## config.mk

```make
export PLATFORM = sky130hd
export DESIGN_NAME = vau_isqrt
export DESIGN_NICKNAME = d
export VERILOG_FILES = /design/src/design/vau_pkg.sv /design/src/design/vau_isqrt.sv
export SDC_FILE = /design/constraint.sdc
export NUM_CORES = 2
export LEC_CHECK = 0
export ABC_CLOCK_PERIOD_IN_PS = 3300
export BUFFER_PORTS_ARGS = -buffer_cell sky130_fd_sc_hd__buf_2
export CAP_MARGIN = 40
export CELL_PAD_IN_SITES_DETAIL_PLACEMENT = 1
export CELL_PAD_IN_SITES_GLOBAL_PLACEMENT = 2
export CORE_AREA = 2 2 537 539
export DETAILED_ROUTE_END_ITERATION = 16
export DIE_AREA = 0 0 539 541
export PLACE_DENSITY = 0.78
export SETUP_SLACK_MARGIN = 0.02
export SLEW_MARGIN = 30
export SYNTH_ARGS = -nofsm -noshare
export SYNTH_HDL_FRONTEND = slang
export SYNTH_MEMORY_MAX_BITS = 65536
export SYNTH_SLANG_ARGS = --single-unit
```

## constraint.sdc

```tcl
create_clock -name i_clk -period 3.3 [get_ports i_clk]
set_input_delay 0.165 -clock i_clk [delete_from_list [all_inputs] [get_ports i_clk]]
set_output_delay 0.165 -clock i_clk [all_outputs]
set_load 0.01 [all_outputs]
```

## src/design/vau_pkg.sv

```systemverilog
// ----------------------------------------------------------------------------
// vau_pkg
// Shared types, operation codes and saturation helper for the vector unit.
// ----------------------------------------------------------------------------
`default_nettype none

package vau_pkg;

    localparam int FRAC_BITS_DEF = 16;
    localparam int SQRT_N        = 32;   // one root bit per stage, 64-bit radicand

    localparam logic [2:0] OP_ADD   = 3'd0;
    localparam logic [2:0] OP_SUB   = 3'd1;
    localparam logic [2:0] OP_DOT   = 3'd2;
    localparam logic [2:0] OP_CROSS = 3'd3;
    localparam logic [2:0] OP_SCALE = 3'd4;
    localparam logic [2:0] OP_LEN   = 3'd5;
    localparam logic [2:0] OP_NORM  = 3'd6;
    localparam logic [2:0] OP_EQ    = 3'd7;

    localparam logic signed [65:0] SAT_MAX = 66'sd2147483647;
    localparam logic signed [65:0] SAT_MIN = -66'sd2147483648;

    typedef struct packed {
        logic [2:0]       op;
        logic             eq;
        logic [2:0][31:0] a;
    } t_front;

    typedef struct packed {
        logic [2:0]       op;
        logic             eq;
        logic [2:0][31:0] vec;
        logic             vovf;
        logic [31:0]      dot;
        logic             dovf;
        logic [2:0][31:0] a;
    } t_side;

    // {overflow, value} of v clamped to the signed 32-bit range
    function automatic logic [32:0] f_sat66(input logic signed [65:0] v);
        logic [32:0] res;
        if (v > SAT_MAX) begin
            res = {1'b1, 32'h7fff_ffff};
        end else if (v < SAT_MIN) begin
            res = {1'b1, 32'h8000_0000};
        end else begin
            res = {1'b0, v[31:0]};
        end
        return res;
    endfunction

endpackage

`default_nettype wire

```

## src/design/vau_isqrt.sv

```systemverilog
// ----------------------------------------------------------------------------
// vau_isqrt
// Pipelined integer square root, one root bit per stage.
// ----------------------------------------------------------------------------
`default_nettype none

module vau_isqrt
    import vau_pkg::*;
(
    input  wire logic        i_clk,
    input  wire logic        i_en,
    input  wire logic [63:0] i_rad,
    output logic [31:0]      o_root
);

    logic [63:0] r_rad  [SQRT_N];
    logic [34:0] r_rem  [SQRT_N];
    logic [31:0] r_root [SQRT_N];

    for (genvar s = 0; s < SQRT_N; s++) begin : g_stage
        logic [63:0] rad_in;
        logic [34:0] rem_in;
        logic [31:0] root_in;
        logic [34:0] cur;
        logic [34:0] trial;
        logic        ge;

        if (s == 0) begin : g_first
            assign rad_in  = i_rad;
            assign rem_in  = '0;
            assign root_in = '0;
        end else begin : g_next
            assign rad_in  = r_rad[s-1];
            assign rem_in  = r_rem[s-1];
            assign root_in = r_root[s-1];
        end

        always_comb begin
            cur   = {rem_in[32:0], rad_in[2*(SQRT_N-1-s)+1 -: 2]};
            trial = {1'b0, root_in, 2'b01};
            ge    = (cur >= trial);
        end

        always_ff @(posedge i_clk) begin
            if (i_en) begin
                r_rad[s]  <= rad_in;
                r_rem[s]  <= ge ? (cur - trial) : cur;
                r_root[s] <= {root_in[30:0], ge};
            end
        end
    end

    assign o_root = r_root[SQRT_N-1];

endmodule

`default_nettype wire

```

==> flow_metrics.py <==
metrics = {
    "logic_synthesis": {
        "synth_edf_count": 2494,
        "syn_area_um2": 116800,
        "synth-simple-area-share": 0.1029,
        "synth_top_family_by_area": "simple AND/OR/NAND/NOR gates",
        "synthMuxAreaShare": 0.006493,
        "async_flop_share": 0,
        "syn_inst": 9157,
        "yosysUniqueCellTypes": 91,
        "synth_xor_area_frac": 0.05925,
        "syn_nets": 9784,
        "synth_compound_area_frac": 0.1002,
        "synthAdderAreaFrac": 0.06010,
        "syn_avg_cell_area_um2": 12.75,
        "ys_ff_latch": 2494,
        "synth-main-ff-cell": "edfxtp_1",
        "ys_warn_count": 0,
        "synth-seq-area-share": 0.6413,
    },
    "placed_design": {
        "gp_congestion": 0.8895,
        "dp.final_hpwl_um": 209100,
        "place_inst": 13560,
        "pre_cts_slack_ns": -0.5333,
        "portBuffers": 97,
    },
    "timing": {
        "tightest_slew_ns": 0.8584,
        "finalCriticalPeriod_ns": 3.265,
        "worst_slack_ns": 0.03539,
        "drv_slew": 0,
        "worst_clock_skew_ns": 0.06067,
        "hold_violations": 0,
        "rsz0062_at_grt": "yes",
        "final.setup.tns_ns": 0,
        "whs_ns": 0.07917,
        "fmax_ghz": 0.3063,
        "slew_headroom": 0.4278,
        "post-route-period-util": 0.9893,
        "setup_viol": 0,
    },
    "pwr": {
        "p_comb_frac": 0.234,
        "internal_power_w": 0.06867,
        "seqPwrFrac": 0.443,
        "switching_power_w": 0.02827,
        "p_per_area_nw_per_um2": 693.3,
        "switching_share": 0.2916,
        "power.total_w": 0.09694,
        "clockPowerShare": 0.323,
        "p_leak_nw": 53.99,
        "irDropWorstVdd_uv": 457.1,
    },
    "global_routing": {
        "gr-total-overflow": 0,
        "grt_pass1_vias": 78863,
        "grt_max_degree": 107,
        "grt_usage": 0.1921,
        "grt_pass1_wl_um": 447400,
        "antenna_found_initial": 4,
    },
    "worst_setup_path": {
        "worstSetupPathType": "reg2reg",
        "critPathSlowestCell": "or4_4",
        "max_stage_delay_ns": 0.44,
        "rrSetupSlack_ns": 0.04,
        "crit_required_ns": 3.92,
        "crit_fanout": 20,
        "cp.arrival_ns": 3.88,
        "endpoint_kind": "flop",
        "crit_chain": "or3_4, or4_4, or4_4, nor4_4, nand2_1, or3_4, buf_12, mux2_4",
        "start_kind": "flop",
    },
    "routing": {
        "wl_per_cell_um": 20.06,
        "dr.pass1.iters": 8,
        "ant_nets": 0,
        "vias_per_cell": 5.230,
        "drc": 0,
        "postRouteWirelength_um": 286000,
        "drt_iter0_drc": 4334,
        "num_vias": 74550,
    },
    "cells_and_area": {
        "area_growth_syn_to_layout_pct": 19.72,
        "fillCellCount": 29329,
        "seqCellArea_um2": 74890,
        "multiInputGateArea_um2": 39980,
        "final_layout_size_suffix_gt1_frac": 0.1570,
        "layout.cells.non_filler": 14254,
        "fin_nets": 10883,
    },
    "cts": {
        "clock-root-buffer": "clkbuf_16",
        "cts_tree": "done",
        "cts_inserted_buffers": 282,
        "numClockSinks": 2494,
        "htree_levels": 5,
        "clk_latency_ns": 0.89,
        "cts_max_path_buffers": 4,
        "clk_pin_slew_worst_paths_ns": 0.06,
    },
    "die": {
        "coreArea_um2": 286400,
        "ios": 98,
        "die_w_um": 539,
        "start_util": 0.4077,
        "die_area_um2": 291600,
        "fp.dieH_um": 541,
        "fp-row-count": 197,
    },
    "status": {
        "status": "finished clean",
    },
    "hold_path": {
        "hold_path.class": "in2reg",
    },
    "job": {
        "cap_violations": 0,
    },
}
[synth_stat cells (56+ instances only)]
cell | number | area [um^2]
nand2b_1 | 125 | 782.0
or4_1 | 73 | 548.0
xnor2_1 | 393 | 3442
nand3_1 | 148 | 740.7
o31ai_1 | 65 | 488.0
edfxtp_1 | 2494 | 74890
nor2_1 | 542 | 2034
nor3_1 | 238 | 1191
inv_1 | 715 | 2684
a21o_1 | 242 | 1817
nor4_1 | 118 | 738.2
or3_1 | 80 | 500.5
o21bai_1 | 59 | 442.9
a211oi_1 | 58 | 435.4
nand4_1 | 102 | 638.1
xor2_1 | 397 | 3477
clkbuf_1 | 174 | 653.1
o21ai_0 | 516 | 2582
ha_1 | 561 | 7019
nor2b_1 | 94 | 588.1
o21a_1 | 104 | 780.8
nand2_1 | 691 | 2594
a21oi_1 | 559 | 2798
and3_1 | 56 | 350.3
[cell families (layout without fill, tap and decap cells)]
logic type	Yosys count	in the layout
flip-flops	2494	2494
AND/OR/NAND/NOR	2438	2439
AO/OA/AOI/OAI	1889	1889
buffers and inverters	916	2229
XOR/XNOR	790	790
adder cells (fa/ha/maj)	561	561
multiplexers	68	68
other	1	3
[layer usage]
metal  wire [um]  track usage  share of wire
met1      123500       0.2409           0.43
met3        7783      0.02010          0.027
met4        8558      0.05785          0.030
met2      146100       0.3478           0.51
met5          11            0       0.000038
[power groups by stage]
stage / Clock (W) / Combinational (W) / Sequential (W)
2_1_floorplan: 0 / 0.0140 / 0.0422
3_3_place_gp: 0 / 0.0208 / 0.0435
3_5_place_dp: 0 / 0.0213 / 0.0436
4_1_cts: 0.0322 / 0.0221 / 0.0430
5_1_grt: 0.0333 / 0.0251 / 0.0434
6_report: 0.0313 / 0.0227 / 0.0430
[sequential cells by signal, summed over array words and instances (netlist names)]
name / flops
r_rad: 992
r_rem: 974
r_root: 528
[area by class of cell]
type | count | area share
clock buffer | 341 | 0.05342
clock inverter | 158 | 0.01220
tap | 3781 | 0.03384
sequential | 2494 | 0.5356
antenna | 2 | 0.00003580
multi-input combinational | 5748 | 0.2860
inverter | 716 | 0.01925
timing repair buffer | 1014 | 0.05964
[timing repair]
action	4_1_cts	5_1_grt
buffers inserted	15	49
gates cloned	2	3
endpoints found under the setup margin	258	492
endpoints found under the hold margin	99	0
hold buffers	127	0
pin swaps	17	54
resized for setup	87	243
[worst paths after layout]
path,depth (start not counted),startpoint,end
worst min-delay path,2,i_rad[23],r_rad[0][23]
worst max-delay path,8,r_rem[8][18],r_rem[9][5]
worst min register to register,0,r_rad[15][16],r_rad[16][16]
worst max register to register,8,r_rem[8][18],r_rem[9][5]
[through the flow]
step                  util  cell area (um^2)
finish              0.4882            139800
global route        0.4882            139800
CTS                 0.4830            138300
detailed placement  0.4445            127300
global placement    0.4444            127300
floorplan                -            116800
[placed cells by master, fill, tap and decap left out, drive strengths merged, types with 104 or more instances in the layout]
| cell | instances |
|---|---|
| o21a | 104 |
| nand2 | 691 |
| inv | 723 |
| xor2 | 397 |
| dlygate4sd3 | 127 |
| nand3 | 149 |
| clkbuf | 344 |
| xnor2 | 393 |
| nor2 | 543 |
| nor3 | 241 |
| edfxtp | 2494 |
| nor4 | 118 |
| a21oi | 559 |
| nand2b | 125 |
| buf | 884 |
| a21o | 242 |
| ha | 561 |
| o21ai | 520 |
[critical path, delay by kind of cell, from the launching register on]
kind	cells	cell delay [ns]
buffers and inverters	1	0.17
flip-flops	1	0.38
multiplexers	1	0.30
AND/OR/NAND/NOR	6	2.17
Note: power is estimated with default switching activity, not from simulation.
