$ cat src/design/vau_pkg.sv
// ----------------------------------------------------------------------------
// vau_pkg
// Shared types, operation codes and saturation helper for the vector unit.
// ----------------------------------------------------------------------------
`default_nettype none

package vau_pkg;

    localparam int FRAC_BITS_DEF = 16;
    localparam int SQRT_N        = 32;   // one root bit per stage, 64-bit radicand

    localparam logic [2:0] OP_ADD   = 3'd0;
    localparam logic [2:0] OP_SUB   = 3'd1;
    localparam logic [2:0] OP_DOT   = 3'd2;
    localparam logic [2:0] OP_CROSS = 3'd3;
    localparam logic [2:0] OP_SCALE = 3'd4;
    localparam logic [2:0] OP_LEN   = 3'd5;
    localparam logic [2:0] OP_NORM  = 3'd6;
    localparam logic [2:0] OP_EQ    = 3'd7;

    localparam logic signed [65:0] SAT_MAX = 66'sd2147483647;
    localparam logic signed [65:0] SAT_MIN = -66'sd2147483648;

    typedef struct packed {
        logic [2:0]       op;
        logic             eq;
        logic [2:0][31:0] a;
    } t_front;

    typedef struct packed {
        logic [2:0]       op;
        logic             eq;
        logic [2:0][31:0] vec;
        logic             vovf;
        logic [31:0]      dot;
        logic             dovf;
        logic [2:0][31:0] a;
    } t_side;

    // {overflow, value} of v clamped to the signed 32-bit range
    function automatic logic [32:0] f_sat66(input logic signed [65:0] v);
        logic [32:0] res;
        if (v > SAT_MAX) begin
            res = {1'b1, 32'h7fff_ffff};
        end else if (v < SAT_MIN) begin
            res = {1'b1, 32'h8000_0000};
        end else begin
            res = {1'b0, v[31:0]};
        end
        return res;
    endfunction

endpackage

`default_nettype wire

$ cat src/design/vau_div.sv
// ----------------------------------------------------------------------------
// vau_div
// Pipelined restoring divider for normalize: (mag << FRAC_BITS) / len, with the sign of i_a put back.
// ----------------------------------------------------------------------------
`default_nettype none

module vau_div
    import vau_pkg::*;
#(
    parameter int FRAC_BITS = FRAC_BITS_DEF
) (
    input  wire logic        i_clk,
    input  wire logic        i_en,
    input  wire logic [31:0] i_a,
    input  wire logic [31:0] i_len,
    output logic [31:0]      o_q
);

    localparam int DIV_N = FRAC_BITS + 1;

    logic [31:0]      mag;
    logic [31:0]      r_rem [DIV_N];
    logic [DIV_N-1:0] r_q   [DIV_N];
    logic [31:0]      r_d   [DIV_N];
    logic             r_neg [DIV_N];
    logic [DIV_N-1:0] q_fin;

    assign mag = i_a[31] ? (32'd0 - i_a) : i_a;

    // quotient never exceeds 2^FRAC_BITS, so start with the high bits as remainder
    for (genvar j = 0; j < DIV_N; j++) begin : g_step
        logic [31:0]      rem_in;
        logic [DIV_N-1:0] q_in;
        logic [31:0]      d_in;
        logic             neg_in;
        logic             bit_in;
        logic [32:0]      sh;
        logic [32:0]      sub;
        logic             ge;

        if (j == 0) begin : g_first
            assign rem_in = {1'b0, mag[31:1]};
            assign q_in   = '0;
            assign d_in   = i_len;
            assign neg_in = i_a[31];
            assign bit_in = mag[0];
        end else begin : g_next
            assign rem_in = r_rem[j-1];
            assign q_in   = r_q[j-1];
            assign d_in   = r_d[j-1];
            assign neg_in = r_neg[j-1];
            assign bit_in = 1'b0;
        end

        always_comb begin
            sh  = {rem_in, bit_in};
            sub = sh - {1'b0, d_in};
            ge  = (sh >= {1'b0, d_in});
        end

        always_ff @(posedge i_clk) begin
            if (i_en) begin
                r_rem[j] <= ge ? sub[31:0] : sh[31:0];
                r_q[j]   <= {q_in[DIV_N-2:0], ge};
                r_d[j]   <= d_in;
                r_neg[j] <= neg_in;
            end
        end
    end

    assign q_fin = r_q[DIV_N-1];
    assign o_q   = r_neg[DIV_N-1] ? (32'd0 - 32'(q_fin)) : 32'(q_fin);

endmodule

`default_nettype wire

$ cat config.mk
export PLATFORM = sky130hd
export DESIGN_NAME = vau_div
export DESIGN_NICKNAME = d
export VERILOG_FILES = /design/src/design/vau_pkg.sv /design/src/design/vau_div.sv
export SDC_FILE = /design/constraint.sdc
export NUM_CORES = 2
export LEC_CHECK = 0
export CAP_MARGIN = 20
export CORE_ASPECT_RATIO = 1.2
export CORE_MARGIN = 4
export CORE_UTILIZATION = 55
export CTS_CLUSTER_DIAMETER = 80
export DETAILED_ROUTE_END_ITERATION = 6
export DONT_BUFFER_PORTS = 1
export PLACE_DENSITY_LB_ADDON = 0.3
export SETUP_SLACK_MARGIN = 0.05
export SLEW_MARGIN = 25
export SYNTH_ARGS = -nofsm -noshare
export SYNTH_HDL_FRONTEND = slang
export SYNTH_SLANG_ARGS = --single-unit
$ cat constraint.sdc
create_clock -name i_clk -period 6.2 [get_ports i_clk]
set_input_delay 0 -clock i_clk [delete_from_list [all_inputs] [get_ports i_clk]]
set_output_delay 0 -clock i_clk [all_outputs]
set_load 0.05 [all_outputs]
==> results summary <==
The average cell area after synthesis came out at 11.0 um2. The count of pins over their slew limit is 0. The core utilization of the finished layout is 0.611. Leaving out filler cells and counting taps, the final layout contains 8354. The top cell type's share of synthesized area is 0.504.

The highest net fanout along the worst path came out at 56. The first-pass GRT wire length is 249 mm. The largest net degree at the start of global routing came out at 1195. Summed over all cells, the static leakage comes to 32.4 nW.

After detailed routing, the number of vias per cell comes to 5.78. The relative area change from synthesis to final layout came out at 10.4%. The number of synthesized flops with an enable pin came out at 1194. Dividing total power by cell area gives a power density of 514 mW/mm2. Wires add up to 157 mm. sky130_fd_sc_hd__edfxtp_1 is the most common cell in the netlist. The number of DRC markers after the initial detailed-route iteration came out at 2310. In the synthesized netlist, the number of instances is 6441. Setup violations remaining at the end of the flow were counted as 0. The post-detailed-route count of antenna-violating nets is 0. The worst setup slack for register-to-register paths is 1.58 ns. The total CTS buffers is 121.

The worst setup slack after placement came out at 1.38 ns. The data arrival time of the critical path is 5.64 ns. The floorplan has 144 rows.

The yosys synthesis warning count is 0. The area of the die came out at 0.135 mm2. The worst path meets setup with 1.04 ns of slack. The post-cts repair resize count is 0. The accumulated negative setup slack is 0 ns. The number of buffers added on ports is 0.

The number of hold-slack violations in the final timing report was 0. The post-synthesis register bit count is 1194. The initial core utilization came out at 0.553. The clock tree buffer depth is 3.

The number of filler instances in the final layout came out at 10178. In the global route stage, overall resource usage came out at 0.231. The worst max-slew margin expressed relative to the limit is 0.261. The tool flagged a number of max-cap violations equal to 0. The post-route total power came out at 0.0403 W. The achievable clock frequency came out at 0.194 GHz. The startpoint class of the critical path is a primary input. The core footprint is 0.128 mm2. The critical path required time came out at 6.69 ns. The x dimension of the die came out at 336 um. The cell chosen for the clock root is sky130_fd_sc_hd__clkbuf_16. From bottom edge to top edge, the die measures 402 um.

For the worst-skew pair, the clock arrives at the later sink with an insertion delay of 0.74 ns. In the final routed layout, each cell accounts on average for 18.8 um. The worst-margin pin slew is 1.10 ns. The worst setup path is of the in -> reg kind.

The number of global-route vias before repair is 50684. The worst path needs 5.16 ns of the cycle, external delays included. The aggregate global routing overflow came out at 0. Setup repair after global routing left no endpoint under its margin. At the end of routability-driven placement, the weighted congestion stood at 0.962.

The flow ran to the end, and the final reports show no timing, DRC or antenna violations. The cell area after synthesis is 0.0711 mm2. The initial antenna violation count is 2. The DRC violations left is 0.

The deepest level of the CTS H-tree is 3. The worst register-to-register path begins at r_rem[0][354]. The routed layout has 48277 vias. The largest total area in the synthesized netlist belongs to sky130_fd_sc_hd__edfxtp_1. Of the cells placed in the final design, the portion with a size suffix greater than 1 is 0.0856. The end point of the most critical hold path is r_rem[0][12]. The first TritonRoute pass finished after 7 iterations. The final clock skew is 0.0493 ns. The total half-perimeter wirelength after legalization and detailed placement is 118 mm. The cell count after placement is 7995. The count of cell types in the netlist is 93. The clock input transition at the sequential cells of the worst setup and hold paths came out at 0.06 ns. The reg-to-reg endpoint is r_rem[0][411].

The worst setup path is captured at a flop. The commonest register cell after synthesis is sky130_fd_sc_hd__edfxtp_1. The proportion of register bits with asynchronous set or reset after synthesis is 0. The commonest cells after synthesis are sky130_fd_sc_hd__edfxtp_1 (1194), sky130_fd_sc_hd__inv_1 (690), sky130_fd_sc_hd__ha_1 (545).

In this run the most critical hold path is launched from i_a[9]. TritonCTS built the clock tree. Counting instances, the worst hold path has a depth of 5.

The synthesized netlist net count came out at 7068. The ratio of final minimum period to clock period came out at 0.832. The worst-case vdd ir drop came out at 0.283 mV. The min-delay analysis places its worst path in the category in -> reg. Counting every sink on the clock net gives 1194. Measured in cells, the most critical reg-to-reg path has a length of 12. Ranked by total cell area, the synthesized netlist is headed by sky130_fd_sc_hd__edfxtp_1 (50%), sky130_fd_sc_hd__ha_1 (9.6%), sky130_fd_sc_hd__mux2_2 (4.2%).

The number of placed I/O pins came out at 98. The proportion of synthesized chip area in sequential cells came out at 0.504. After the last flow step, the layout net total stands at 7206.
metrics by stage:
stage                     hold slack (ns)  instance area, um2
final                              0.0920               78500
after global routing                0.133               78500
after CTS                          -0.582               78200
after detailed placement           0.0990               73000
after global placement             0.0990               72900
after floorplan                    0.0989               71100
kinds of logic after synthesis:
| family | count (synthesis) | synth area share |
|---|---|---|
| AO/OA/AOI/OAI | 1673 | 0.149 |
| AND/OR/NAND/NOR | 1391 | 0.0951 |
| flip-flops | 1194 | 0.504 |
| buffers and inverters | 855 | 0.0469 |
| adder cells (fa/ha/maj) | 561 | 0.100 |
| XOR/XNOR | 474 | 0.0584 |
| multiplexers | 293 | 0.0459 |
cell type report:
class                           instances  area [um2]  area share
Antenna cell                            1        2.50   0.0000319
Clock buffer                          140        3120      0.0397
Clock inverter                         78         836      0.0106
Inverter                              691        2590      0.0330
Multi-Input combinational cell       4392       32100       0.409
Sequential cell                      1194       35900       0.457
Tap cell                             1679        2100      0.0268
Timing Repair Buffer                  179        1910      0.0244
cell usage in the layout (no fill, tap or decap), types with 23 or more instances in the layout:
| cell type | instances |
|---|---|
| sky130_fd_sc_hd__a31oi_1 | 49 |
| sky130_fd_sc_hd__nand4_1 | 78 |
| sky130_fd_sc_hd__a211oi_1 | 39 |
| sky130_fd_sc_hd__nor2_1 | 346 |
| sky130_fd_sc_hd__clkbuf_16 | 122 |
| sky130_fd_sc_hd__nor2b_1 | 81 |
| sky130_fd_sc_hd__edfxtp_1 | 1194 |
| sky130_fd_sc_hd__buf_4 | 34 |
| sky130_fd_sc_hd__dlygate4sd3_1 | 131 |
| sky130_fd_sc_hd__or3_1 | 34 |
| sky130_fd_sc_hd__mux2i_1 | 28 |
| sky130_fd_sc_hd__nand2b_1 | 73 |
| sky130_fd_sc_hd__a21oi_1 | 516 |
| sky130_fd_sc_hd__nand3_1 | 106 |
| sky130_fd_sc_hd__o31ai_1 | 39 |
| sky130_fd_sc_hd__ha_1 | 545 |
| sky130_fd_sc_hd__mux2_2 | 265 |
| sky130_fd_sc_hd__inv_1 | 690 |
| sky130_fd_sc_hd__xor2_1 | 168 |
| sky130_fd_sc_hd__or2_2 | 23 |
| sky130_fd_sc_hd__o21a_1 | 60 |
| sky130_fd_sc_hd__and2_1 | 33 |
| sky130_fd_sc_hd__nor3_1 | 88 |
| sky130_fd_sc_hd__o21bai_1 | 64 |
| sky130_fd_sc_hd__a21o_1 | 270 |
| sky130_fd_sc_hd__and3_1 | 57 |
| sky130_fd_sc_hd__xnor2_1 | 293 |
| sky130_fd_sc_hd__o21ai_0 | 381 |
| sky130_fd_sc_hd__clkinv_1 | 26 |
| sky130_fd_sc_hd__nand2_1 | 391 |
metal layers:
| metal | global-route usage | routed length, um | up-vias |
|---|---|---|---|
| met5 | 0 | 0 | - |
| met4 | 0.188 | 14600 | 0 |
| met3 | 0.0231 | 3950 | 559 |
| met2 | 0.478 | 89900 | 1013 |
| met1 | 0.189 | 48600 | 22886 |
| li1 | - | - | 23819 |
sequential cells by signal (all words and copies together) (netlist names):
register,cells
r_q,153
r_rem,512
r_d,512
r_neg,17
critical path, cell delays in order:
cell	delay (ns)
sky130_fd_sc_hd__dlygate4sd3_1	0.57
sky130_fd_sc_hd__nor4_1	0.53
sky130_fd_sc_hd__nand3_1	0.38
sky130_fd_sc_hd__or4_4	0.60
sky130_fd_sc_hd__or4_4	0.46
sky130_fd_sc_hd__o21ai_0	0.22
sky130_fd_sc_hd__xnor2_1	0.11
sky130_fd_sc_hd__ha_1	0.40
sky130_fd_sc_hd__nand4_1	0.18
sky130_fd_sc_hd__o31ai_1	0.62
sky130_fd_sc_hd__a311o_2	0.32
sky130_fd_sc_hd__buf_12	0.25
sky130_fd_sc_hd__mux2_2	0.37
sky130_fd_sc_hd__dlygate4sd3_1	0.56
how the worst max path moves through the flow:
stage / startpoint / to / slack [ns] / depth (start not counted)
2_1_floorplan: i_a[11] / r_rem[0][10] / 1.94 / 20
3_3_place_gp: i_a[5] / r_rem[0][1] / 1.47 / 12
3_5_place_dp: i_a[5] / r_rem[0][7] / 1.38 / 12
4_1_cts: i_a[5] / r_rem[0][8] / 1.05 / 14
5_1_grt: i_a[5] / r_rem[0][8] / 0.64 / 18
6_report: i_a[5] / r_rem[0][8] / 1.04 / 14
power by group:
group | total (W) | internal [W] | switching (W) | leakage (nW)
Clock | 0.00726 | 0.00411 | 0.00315 | 1.90
Combinational | 0.0198 | 0.00873 | 0.0111 | 18.8
Sequential | 0.0133 | 0.0122 | 0.00110 | 11.7
Total | 0.0403 | 0.0250 | 0.0153 | 32.4
timing repair:
item,CTS,global route
hold buffers,131,1
setup buffers,0,0
endpoints found under the hold margin,979,181
No activity file was read; power rests on OpenSTA's default activity.
